**src/rtl/skfb_pkg.sv**
```systemverilog
// ----------------------------------------------------------------------------
// skfb_pkg: shared types and constants for the scalar Kalman filter bank
// Field widths, register reset values, register indexes and the sequencer
// state type.
// ----------------------------------------------------------------------------
`default_nettype none

package skfb_pkg;

   // filter count default
   localparam int CHANNELS_DEFAULT = 6;

   // field widths
   localparam int CHAN_W   = 3;
   localparam int SAMPLE_W = 16;
   localparam int EST_W    = 24;   // signed Q16.8
   localparam int VAR_W    = 32;   // unsigned Q16.16
   localparam int NOISE_W  = 24;   // unsigned Q8.16
   localparam int GAIN_W   = 17;   // unsigned Q1.16, 1.0 reachable

   // configuration port
   localparam int CSR_IDX_W = 1;
   localparam logic [CSR_IDX_W-1:0] CSR_PROCESS_NOISE     = 1'd0;
   localparam logic [CSR_IDX_W-1:0] CSR_MEASUREMENT_NOISE = 1'd1;

   localparam logic [NOISE_W-1:0] PROCESS_NOISE_RESET     = 24'd1311;
   localparam logic [NOISE_W-1:0] MEASUREMENT_NOISE_RESET = 24'd131072;

   // restoring divider: one quotient bit per cycle
   localparam int DIV_STEPS = GAIN_W;
   localparam int DIV_CNT_W = $clog2(DIV_STEPS + 1);

   typedef enum logic [2:0] {
      ST_IDLE,
      ST_READ,
      ST_DEN,
      ST_DIV,
      ST_MULX,
      ST_MULP,
      ST_WB
   } state_type;

endpackage

`default_nettype wire

```
**src/rtl/scalar_kalman_filter_bank_unit.sv**
```systemverilog
// ----------------------------------------------------------------------------
// scalar_kalman_filter_bank_unit: bank of scalar constant-state Kalman filters
//
// Request channel (req_valid / req_stall, req_channel, req_sample) takes one
// signed integer sample for one filter. The response channel (rsp_valid /
// rsp_stall) returns the channel and the updated Q16.8 estimate, one response
// per request, in order.
// Each request passes from transfer to response valid through one memory
// read, the predicted variance and denominator, a restoring divider for the
// gain, two multiply states and a write-back state. One request is in work
// at a time: a new request is taken only once the previous one has left
// write-back, which waits while a stalled response holds the output register.
// A response waiting in the output register does not block the next request;
// a request reaching write-back while the previous response is still stalled
// waits there. Channels at or above CHANNELS leave the state alone and return
// an estimate of zero. Reset clears all estimates and variances (per-entry
// valid bits) and loads the reset noise values. Q and R are written through
// the csr port; the user must write them only while idle (not enforced).
// ----------------------------------------------------------------------------
`default_nettype none

module scalar_kalman_filter_bank_unit #(
   parameter int CHANNELS = skfb_pkg::CHANNELS_DEFAULT
) (
   input  wire logic                                  clock,
   input  wire logic                                  reset,
   // request
   input  wire logic                                  req_valid,
   output logic                                       req_stall,
   input  wire logic [skfb_pkg::CHAN_W-1:0]           req_channel,
   input  wire logic signed [skfb_pkg::SAMPLE_W-1:0]  req_sample,
   // response
   output logic                                       rsp_valid,
   input  wire logic                                  rsp_stall,
   output logic [skfb_pkg::CHAN_W-1:0]                rsp_out_channel,
   output logic signed [skfb_pkg::EST_W-1:0]          rsp_estimate,
   // configuration
   input  wire logic                                  csr_write,
   input  wire logic [skfb_pkg::CSR_IDX_W-1:0]        csr_index,
   input  wire logic [skfb_pkg::NOISE_W-1:0]          csr_data
);

   import skfb_pkg::*;

   localparam int AW = (CHANNELS > 1) ? $clog2(CHANNELS) : 1;
   localparam logic [6:0] CHAN_LIM = 7'(CHANNELS);

   // config registers
   logic [NOISE_W-1:0] q_ff;
   logic [NOISE_W-1:0] r_ff;

   // state memories
   logic [EST_W-1:0]    est_mem [CHANNELS];
   logic [VAR_W-1:0]    var_mem [CHANNELS];
   logic [CHANNELS-1:0] valid_ff;
   logic [EST_W-1:0]    est_rd_ff;
   logic [VAR_W-1:0]    var_rd_ff;
   logic                rd_valid_ff;

   // sequencer
   state_type              state_ff, state_in;
   logic [DIV_CNT_W-1:0]   cnt_ff;

   // item payload
   logic [CHAN_W-1:0]          chan_ff;
   logic [AW-1:0]              addr_ff;
   logic                       in_range_ff;
   logic signed [SAMPLE_W-1:0] sample_ff;
   logic signed [EST_W-1:0]    x_ff;
   logic [VAR_W-1:0]           pp_ff;
   logic [VAR_W:0]             den_ff;
   logic [VAR_W+1:0]           rem_ff;
   logic [GAIN_W-1:0]          quot_ff;
   logic signed [42:0]         prodx_ff;
   logic [48:0]                prodp_ff;
   logic signed [EST_W-1:0]    xn_ff;

   // response register
   logic                       rsp_valid_ff;
   logic [CHAN_W-1:0]          rsp_chan_ff;
   logic signed [EST_W-1:0]    rsp_est_ff;

   // datapath
   logic                       req_accept;
   logic                       req_in_range;
   logic                       wb_go;
   logic [VAR_W-1:0]           p_cur;
   logic [VAR_W:0]             pp_sum;
   logic [VAR_W-1:0]           pp_sat;
   logic [VAR_W:0]             den_sum;
   logic                       rem_ge;
   logic [VAR_W+1:0]           rem_sub;
   logic [VAR_W+1:0]           rem_sel;
   logic signed [24:0]         diff;
   logic signed [42:0]         prodx;
   logic signed [42:0]         round_sum;
   logic signed [26:0]         xn_full;
   logic [GAIN_W-1:0]          k_comp;
   logic [48:0]                prodp;
   logic [VAR_W-1:0]           p_new;

   assign req_stall    = (state_ff != ST_IDLE);
   assign req_accept   = req_valid && !req_stall;
   assign req_in_range = ({4'b0, req_channel} < CHAN_LIM);
   assign wb_go        = (state_ff == ST_WB) && (!rsp_valid_ff || !rsp_stall);

   // predicted variance, saturating
   assign p_cur   = rd_valid_ff ? var_rd_ff : '0;
   assign pp_sum  = {1'b0, p_cur} + {9'b0, q_ff};
   assign pp_sat  = pp_sum[VAR_W] ? '1 : pp_sum[VAR_W-1:0];
   assign den_sum = {1'b0, pp_ff} + {9'b0, r_ff};

   // restoring divide step; zero denominator forces zero gain
   assign rem_ge  = (den_ff != '0) && (rem_ff >= {1'b0, den_ff});
   assign rem_sub = rem_ff - {1'b0, den_ff};
   assign rem_sel = rem_ge ? rem_sub : rem_ff;

   // estimate update
   assign diff      = 25'($signed({sample_ff, 8'b0})) - 25'(x_ff);
   assign prodx     = $signed({1'b0, quot_ff}) * diff;
   assign round_sum = prodx_ff + 43'sd32768;
   assign xn_full   = 27'(x_ff) + round_sum[42:16];

   // variance update
   assign k_comp = 17'd65536 - quot_ff;
   assign prodp  = {32'b0, k_comp} * {17'b0, pp_ff};
   assign p_new  = prodp_ff[47:16];

   // config writes
   always_ff @(posedge clock) begin
      if (reset) begin
         q_ff <= PROCESS_NOISE_RESET;
         r_ff <= MEASUREMENT_NOISE_RESET;
      end else if (csr_write) begin
         case (csr_index)
            CSR_PROCESS_NOISE:     q_ff <= csr_data;
            CSR_MEASUREMENT_NOISE: r_ff <= csr_data;
            default: ;
         endcase
      end
   end

   // memories: read on transfer, write at write-back
   always_ff @(posedge clock) begin
      if (req_accept && req_in_range) begin
         est_rd_ff <= est_mem[AW'(req_channel)];
         var_rd_ff <= var_mem[AW'(req_channel)];
      end
      if (wb_go && in_range_ff) begin
         est_mem[addr_ff] <= xn_ff;
         var_mem[addr_ff] <= p_new;
      end
   end

   // entries never written read as zero
   always_ff @(posedge clock) begin
      if (reset) begin
         valid_ff    <= '0;
         rd_valid_ff <= 1'b0;
      end else begin
         if (req_accept && req_in_range) begin
            rd_valid_ff <= valid_ff[AW'(req_channel)];
         end
         if (wb_go && in_range_ff) begin
            valid_ff[addr_ff] <= 1'b1;
         end
      end
   end

   // sequencer state
   always_ff @(posedge clock) begin
      if (reset) begin
         state_ff <= ST_IDLE;
      end else begin
         state_ff <= state_in;
      end
   end

   always_comb begin
      state_in = state_ff;
      case (state_ff)
         ST_IDLE: if (req_accept) state_in = ST_READ;
         ST_READ: state_in = in_range_ff ? ST_DEN : ST_WB;
         ST_DEN:  state_in = ST_DIV;
         ST_DIV:  if (cnt_ff == DIV_CNT_W'(DIV_STEPS - 1)) state_in = ST_MULX;
         ST_MULX: state_in = ST_MULP;
         ST_MULP: state_in = ST_WB;
         ST_WB:   if (wb_go) state_in = ST_IDLE;
         default: state_in = ST_IDLE;
      endcase
   end

   // datapath registers
   always_ff @(posedge clock) begin
      case (state_ff)
         ST_IDLE: begin
            if (req_accept) begin
               chan_ff     <= req_channel;
               addr_ff     <= AW'(req_channel);
               in_range_ff <= req_in_range;
               sample_ff   <= req_sample;
            end
         end
         ST_READ: begin
            x_ff  <= rd_valid_ff ? est_rd_ff : '0;
            pp_ff <= pp_sat;
         end
         ST_DEN: begin
            den_ff  <= den_sum;
            rem_ff  <= {2'b0, pp_ff};
            quot_ff <= '0;
            cnt_ff  <= '0;
         end
         ST_DIV: begin
            rem_ff  <= {rem_sel[VAR_W:0], 1'b0};
            quot_ff <= {quot_ff[GAIN_W-2:0], rem_ge};
            cnt_ff  <= cnt_ff + 1'b1;
         end
         ST_MULX: begin
            prodx_ff <= prodx;
         end
         ST_MULP: begin
            prodp_ff <= prodp;
            xn_ff    <= xn_full[EST_W-1:0];
         end
         default: ;
      endcase
   end

   // response register
   always_ff @(posedge clock) begin
      if (reset) begin
         rsp_valid_ff <= 1'b0;
      end else if (wb_go) begin
         rsp_valid_ff <= 1'b1;
      end else if (!rsp_stall) begin
         rsp_valid_ff <= 1'b0;
      end
   end

   always_ff @(posedge clock) begin
      if (wb_go) begin
         rsp_chan_ff <= chan_ff;
         rsp_est_ff  <= in_range_ff ? xn_ff : '0;
      end
   end

   assign rsp_valid       = rsp_valid_ff;
   assign rsp_out_channel = rsp_chan_ff;
   assign rsp_estimate    = rsp_est_ff;

   // checks
   a_accept_idle: assert property (@(posedge clock) disable iff (reset)
      req_accept |=> state_ff == ST_READ)
      else $error("request transfer did not start a read");

   a_rsp_from_wb: assert property (@(posedge clock) disable iff (reset)
      $rose(rsp_valid_ff) |-> $past(state_ff) == ST_WB)
      else $error("response raised outside write-back");

   a_gain_max: assert property (@(posedge clock) disable iff (reset)
      state_ff == ST_MULX |-> quot_ff <= 17'd65536)
      else $error("gain above one");

   a_var_shrinks: assert property (@(posedge clock) disable iff (reset)
      (wb_go && in_range_ff) |-> p_new <= pp_ff)
      else $error("updated variance exceeds predicted variance");

endmodule

`default_nettype wire
```
**config.mk**
```make
export PLATFORM = sky130hd
export DESIGN_NAME = scalar_kalman_filter_bank_unit
export DESIGN_NICKNAME = d
export VERILOG_FILES = /design/src/rtl/skfb_pkg.sv /design/src/rtl/scalar_kalman_filter_bank_unit.sv
export SDC_FILE = /design/constraint.sdc
export NUM_CORES = 2
export LEC_CHECK = 0
export BUFFER_PORTS_ARGS = -buffer_cell sky130_fd_sc_hd__buf_2
export CORE_ASPECT_RATIO = 0.5
export CORE_MARGIN = 2
export CORE_UTILIZATION = 42
export DETAILED_ROUTE_END_ITERATION = 12
export SETUP_SLACK_MARGIN = 0.05
export SYNTH_ARGS = -nofsm -noshare
export SYNTH_HDL_FRONTEND = slang
export SYNTH_SLANG_ARGS = --single-unit
```
**constraint.sdc**
```tcl
create_clock -name clock -period 20.1 [get_ports clock]
set_clock_uncertainty 0.05 [all_clocks]
set_input_delay 3.015 -clock clock [delete_from_list [all_inputs] [get_ports clock]]
set_output_delay 3.015 -clock clock [all_outputs]
set_load 0.1 [all_outputs]
```
==> Word-level counts from Yosys, hierarchy flattened <==
Memories as Yosys holds them, arrays and structs flattened. A register that Yosys moved wholly into a read port is not among the register bits.
Index checks and enable logic that the tools add are counted.
{ "word_totals": {"n_memories": 2, "out_inout_bits": 29, "word_cells": 86, "regBits": 363, "ramBits": 336} }
{ "op_classes": {"eq_ne": 11, "bitwise_logic": 2, "n_mul": 2, "n_reduce_logical": 18, "order_cmp": 5, "n_addsub": 8, "mux": 18} }
{ "mem_list": {"columns": ["name", "depth", "width", "rd", "rd_ports_with_merged_regs", "wr", "line_no", "text"], "rows": [
  ["var_mem", 6, 32, 1, 1, 1, "scalar_kalman_filter_bank_unit.sv:54", "logic [VAR_W-1:0] var_mem [CHANNELS];"],
  ["est_mem", 6, 24, 1, 1, 1, "scalar_kalman_filter_bank_unit.sv:53", "logic [EST_W-1:0] est_mem [CHANNELS];"]
]} }
{ "ops": {"columns": ["operator", "n"], "rows": [
  ["34-bit case mux with 2 select lines", 1],
  ["32-bit by 24-bit adder with 33-bit output", 2],
  ["17-bit by 32-bit multiplier with 48-bit output", 1],
  ["40-bit by 17-bit adder with 40-bit output (second input constant)", 1],
  ["18-bit by 25-bit multiplier with 40-bit output", 1],
  ["34-bit by 33-bit greater-or-equal comparator with 1-bit output", 1],
  ["17-bit case mux with 2 select lines", 1],
  ["33-bit two-way mux", 1],
  ["33-bit nonzero test", 1],
  ["33-bit subtractor", 1],
  ["32-bit two-way mux", 1],
  ["24-bit by 24-bit subtractor with 25-bit output", 1],
  ["24-bit adder", 1],
  ["3-bit case mux with 7 select lines", 1],
  ["17-bit subtractor (first input constant)", 1],
  ["3-bit two-way mux", 4],
  ["5-bit case mux with 2 select lines", 1],
  ["3-bit == test (second input constant)", 3],
  ["3-bit by 4-bit less-than comparator with 1-bit output (second input constant)", 2],
  ["3-bit by 2-bit == test with 1-bit output (second input constant)", 2],
  ["1-bit logical AND", 6],
  ["1-bit two-way mux", 6],
  ["2-bit != test (second input constant)", 3],
  ["6-bit OR", 1],
  ["16 further kinds", 20]
]} }

==> Depth between registers and ports, before layout <==
{ "depth": {"word_depth": 6, "depth_mapped": 36, "depth_no_buf": 33} }

==> Least setup slack after synthesis <==
Ideal clock, no wire load.
{ "synth_timing": {"kind": "input-to-reg", "startpoint": "input rsp_stall", "endpoint": "memory est_mem[1][0], enable pin", "arrival_ps": 9525, "t_required_ps": 19509, "path_slack_ps": 9984, "path_stages": 3, "cell_sequence": "a211oi_1 -> nand3_1 -> nor3_1"} }
{ "synth_via": {"elab_chain_len": 6} }
{ "synth_rtl": {"columns": ["element", "line_no", "text"], "rows": [
  ["start: declaration", "scalar_kalman_filter_bank_unit.sv:34", "input wire logic rsp_stall,"],
  ["1-bit zero test", null, null],
  ["1-bit logical OR", "scalar_kalman_filter_bank_unit.sv:105", "assign wb_go = (state_ff == ST_WB) && (!rsp_valid_ff || !rsp_stall);"],
  ["1-bit logical AND", "scalar_kalman_filter_bank_unit.sv:105", null],
  ["1-bit logical AND", "scalar_kalman_filter_bank_unit.sv:149", "if (wb_go && in_range_ff) begin"],
  ["1-bit two-way mux", "scalar_kalman_filter_bank_unit.sv:149", null],
  ["1-bit two-way mux (not written as such)", "scalar_kalman_filter_bank_unit.sv:150", "est_mem[addr_ff] <= xn_ff;"],
  ["end: declaration", "scalar_kalman_filter_bank_unit.sv:53", null]
]} }
No other way between the ends.

==> Worst setup path in the final report <==
{ "layout_timing": {"startpoint": "register quot_ff[1]", "endpoint": "register prodp_ff[41], data pin"} }
{ "layout_via": {"elab_chain_len": 2} }
{ "layout_rtl": {"columns": ["element", "line_no", "text"], "rows": [
  ["start: declaration", "scalar_kalman_filter_bank_unit.sv:73", "logic [GAIN_W-1:0] quot_ff;"],
  ["start signal: assignment", "scalar_kalman_filter_bank_unit.sv:216", "quot_ff <= {quot_ff[GAIN_W-2:0], rem_ge};"],
  ["17-bit subtractor", "scalar_kalman_filter_bank_unit.sv:125", "assign k_comp = 17'd65536 - quot_ff;"],
  ["17-bit by 32-bit multiplier with 48-bit output", "scalar_kalman_filter_bank_unit.sv:126", "assign prodp = {32'b0, k_comp} * {17'b0, pp_ff};"],
  ["named net prodp[41]", "scalar_kalman_filter_bank_unit.sv:99", "logic [48:0] prodp;"],
  ["end signal: assignment", "scalar_kalman_filter_bank_unit.sv:223", "prodp_ff <= prodp;"],
  ["end: declaration", "scalar_kalman_filter_bank_unit.sv:75", "logic [48:0] prodp_ff;"]
]} }
The timed path passes the listed nets, and every way through them passes these cells.
A chain may end at the register's enable or synchronous reset.

==> flow_results.org <==
** Critical path
- The worst setup path is captured at a register.
- The worst setup path is of the reg -> reg kind.
- For this design, the slowest cell found on the critical path is sky130_fd_sc_hd__edfxtp_1.
- Startpoint types :: register
- The worst register-to-register path begins at quot_ff[1]$_SDFFCE_PN0P_.
- Crit path required time :: 20.44 ns
- Cell occurring most often along the worst timing path :: sky130_fd_sc_hd__fa_1
- R2R cell count :: 30
- End of the worst register-to-register path :: prodp_ff[41]$_DFFE_PP_
- STA puts the critical path data arrival time at 9.96 ns.
- Highest fanout seen on the critical path :: 32
- Delay of the slowest critical-path stage :: 0.79 ns
- For flop-to-flop paths, the worst setup slack is 10.48 ns.

** Final layout
- The post-route netlist has 6.92% of its cells at a drive strength greater than 1.
- Total area of sequential cells :: 21,200 µm²
- After the last flow step, the layout net total stands at 7,220.
- Multi-input combinational cell area :: 37,800 µm²
- Synth-to-Final Area Change :: 7.98%
- Fill cell total of the finished layout :: 14,000

** Timing
- Total of endpoints with negative setup slack in the final report :: 0
- The total count of max-transition violations in the final report is 0.
- Slew @ Worst Pin :: 1.32 ns
- The final-report hold violation count came to 0.
- Headroom to the max-slew limit came out at 11.8%.
- Maximum operating frequency :: 104 MHz
- Portion of the clock cycle consumed by the worst path in the final layout :: 47.9%
- Fin crit period :: 9.62 ns
- Setup repair after global routing left no endpoint under its margin.
- After routing, the total negative slack on setup checks comes to 0 ns.
- Fin worst setup slack :: 10.48 ns

** Detailed routing
- Wirelength, routed :: 163,000 µm
- The detail route stage leaves a number of antenna-violating nets equal to 0.
- After the first detailed-routing iteration, the DRC count stood at 2,593.
- Post-detailed-route DRC marker count :: 0
- Dividing the detail-routed via count by the number of cells gives 5.29.
- Summing over every cut layer, the via total after detailed routing is 42,600.
- DR pass1 iterations :: 6
- Drt wl/cell :: 20.2 µm

** Floorplan
- The initial utilization of the core area, before any placement, comes to 42.2%.
- Boundary Pins :: 78
- Height of the chip :: 280 µm
- After floorplanning, the core was divided into 101 placement rows.
- From left edge to right edge, the die measures 556 µm.
- The total area inside the core boundary comes to 151,000 µm².
- Die area :: 155,000 µm²

** Global routing
- Initial antenna violation count :: 9
- Global routing consumed, over all layers together, 21.4% of the routing resources.
- Vias in the first global route :: 45,600
- Maximum number of pins on one net before global-route repair :: 75
- For met1 alone, demand over resource in global routing was 28.1%.
- The first global-routing pass estimated 259,000 µm of wire.
- The layer flagged by global routing as most heavily used is met2.
- Total grt overflow :: 0
- Grt met3 use :: 3.02%
- Global routing consumed, on the met2 layer, 36.9% of the routing resources.

** CTS
- Clock transition at the registers of the reported paths :: 0.07 ns
- For this design, the CTS-stage hold fixing added 0 buffers.
- Post_cts resized :: 0
- In this run, CTS created clock tree buffers numbering 68.
- Clock tree from TritonCTS :: done
- H-tree depth :: 3
- The tree is rooted in a sky130_fd_sc_hd__clkbuf_16.
- CTS max path bufs :: 3
- Clock latency on the worst-skew pair, taken at its later pin, is 0.66 ns.
- Clock tree synthesis found a total of 724 sinks.
- Once the clock tree was built, the setup fixing pass inserted 0 buffers.

** Worst hold path
- Worst Hold Depth :: 2
- For hold timing, the worst endpoint is r_ff[18]$_SDFFE_PP0P_.
- HP Class :: reg -> reg
- Hold path startpoint :: r_ff[18]$_SDFFE_PP0P_

** Synth
- Post-synth EDFFs :: 665
- Synth Register Bits :: 724
- Sequential fraction of the synthesis area :: 33.1%
- Primary flip-flop cell chosen by synthesis mapping :: sky130_fd_sc_hd__edfxtp_1
- Post-synthesis net count :: 7,247
- The mapped netlist covers 63,900 µm².
- Warnings from Yosys :: 0
- Yosys mapped the design onto 89 distinct sky130hd cell types.
- Dividing the synthesized area by the synthesized cell count gives 10.6 µm².
- Fraction of synthesis flops using an asynchronous set or reset pin :: 0%
- The cell count after synthesis came out at 6,020.

** Status
- Run status :: complete, no violations

** Placed design
- HPWL after detailed placement :: 114,000 µm
- Input/output buffers :: 77
- Worst setup slack after placement :: 10.47 ns
- Routability-driven placement finished with a final weighted congestion of 0.870.

** Job
- The tool flagged a number of max-cap violations equal to 0.
worst max-delay path: cells and delay by family, from the launching register on:
family	cells	cell delay, ns
adders and majority gates	8	3.44
and+or+nand+nor	7	2.13
AOI/OAI and AO/OA	8	1.91
buffers and inverters	5	0.79
DFF	1	0.79
xor gates and xnor gates	2	0.24
layout make-up:
type | count | share of cell area (%)
sequential | 724 | 30.7
clock buffer | 78 | 2.63
timing repair buffer | 176 | 1.65
antenna | 4 | 0.0145
clock inverter | 42 | 0.609
inverter | 1102 | 6.00
multi-input combinational | 3921 | 54.8
tap | 2008 | 3.64
worst max-delay path by stage:
stage | startpoint | to | slack, ns | cells after the start
2_1_floorplan | rsp_stall | est_mem[1][0]$_DFFE_PP_ | 9.98 | 3
3_3_place_gp | quot_ff[1]$_SDFFCE_PN0P_ | prodp_ff[35]$_DFFE_PP_ | 10.64 | 30
3_5_place_dp | quot_ff[1]$_SDFFCE_PN0P_ | prodp_ff[41]$_DFFE_PP_ | 10.47 | 30
4_1_cts | quot_ff[1]$_SDFFCE_PN0P_ | prodp_ff[41]$_DFFE_PP_ | 10.46 | 30
5_1_grt | quot_ff[1]$_SDFFCE_PN0P_ | prodp_ff[35]$_DFFE_PP_ | 9.90 | 30
6_report | quot_ff[1]$_SDFFCE_PN0P_ | prodp_ff[41]$_DFFE_PP_ | 10.48 | 30
Yosys cell counts (11+ instances only):
cell type                  count  area, µm²
sky130_fd_sc_hd__a211oi_1     27        203
sky130_fd_sc_hd__xor2_1       79        692
sky130_fd_sc_hd__a31oi_1      14       87.6
sky130_fd_sc_hd__nor2b_1      31        194
sky130_fd_sc_hd__and3_1       41        257
sky130_fd_sc_hd__nand2b_1     20        125
sky130_fd_sc_hd__o31ai_1      11       82.6
sky130_fd_sc_hd__buf_1        12       45.0
sky130_fd_sc_hd__o21a_1       28        210
sky130_fd_sc_hd__nor2_1      203        762
sky130_fd_sc_hd__nand3_1      53        265
sky130_fd_sc_hd__xnor2_1     153       1340
sky130_fd_sc_hd__fa_1        841      16800
sky130_fd_sc_hd__mux4_2       57       1280
sky130_fd_sc_hd__nor4_1       16        100
sky130_fd_sc_hd__a21o_1       62        465
sky130_fd_sc_hd__nand2_1     837       3140
sky130_fd_sc_hd__inv_1      1102       4140
sky130_fd_sc_hd__o21bai_1     19        143
sky130_fd_sc_hd__or3_1        23        144
sky130_fd_sc_hd__edfxtp_1    665      20000
sky130_fd_sc_hd__nor3_1       33        165
sky130_fd_sc_hd__o21ai_0     109        546
sky130_fd_sc_hd__a21oi_1     226       1130
sky130_fd_sc_hd__dfxtp_1      59       1180
sky130_fd_sc_hd__and2_1      442       2770
sky130_fd_sc_hd__or2_2        12       75.1
sky130_fd_sc_hd__o211ai_1     13       97.6
sky130_fd_sc_hd__nand4_1      19        119
sky130_fd_sc_hd__mux2i_1      79        791
sky130_fd_sc_hd__nand3b_1     12       90.1
sky130_fd_sc_hd__clkbuf_1    248        931
sky130_fd_sc_hd__ha_1        337       4220
cell families after synthesis:
group                      after synthesis  synth area share, %
buffers and inverters                 1375                 8.12
and+or+nand+nor                       1776                 13.3
DFF                                    724                 33.1
adders and majority gates             1178                 33.0
AOI/OAI and AO/OA                      597                 6.04
muxes                                  137                 3.26
xor gates and xnor gates               233                 3.21
layout by cell type (no fill, tap or decap), types with 109 or more instances in the layout:
| cell | count |
|---|---|
| sky130_fd_sc_hd__a21oi_1 | 226 |
| sky130_fd_sc_hd__and2_1 | 442 |
| sky130_fd_sc_hd__edfxtp_1 | 665 |
| sky130_fd_sc_hd__fa_1 | 841 |
| sky130_fd_sc_hd__ha_1 | 336 |
| sky130_fd_sc_hd__inv_1 | 1102 |
| sky130_fd_sc_hd__nand2_1 | 836 |
| sky130_fd_sc_hd__nor2_1 | 198 |
| sky130_fd_sc_hd__o21ai_0 | 109 |
| sky130_fd_sc_hd__xnor2_1 | 142 |
stage by stage:
step           cells  util, %  hold WS, ns  area, µm²
2_1_floorplan   6020        -        0.385      63900
3_3_place_gp    7931     44.1        0.395      66700
3_5_place_dp    7931     44.1        0.406      66700
4_1_cts         8051     45.6        0.415      69000
5_1_grt         8054     45.6        0.435      69000
6_report        8055     45.6        0.413      69000
registers in the layout, summed over array words and instances (netlist names), 3 cells and up:
signal           count
cnt_ff               5
pp_ff               32
state_ff             3
prodp_ff            32
rsp_out_channel      3
den_ff              33
xn_ff               24
est_rd_ff           24
quot_ff             17
rsp_estimate        24
sample_ff           16
var_rd_ff           32
r_ff                24
rem_ff              34
valid_ff             6
prodx_ff            25
addr_ff              3
est_mem            144
var_mem            192
x_ff                24
q_ff                24
layer usage:
metal | routed length (µm) | vias up
li1 | - | 19100
met1 | 68500 | 22000
met2 | 79900 | 1190
met3 | 9410 | 292
met4 | 4720 | 10
met5 | 55 | -
Power is left out: the tool's default activity adds up to more than one toggle a clock period on the data nets, which glitch-free logic cannot reach.
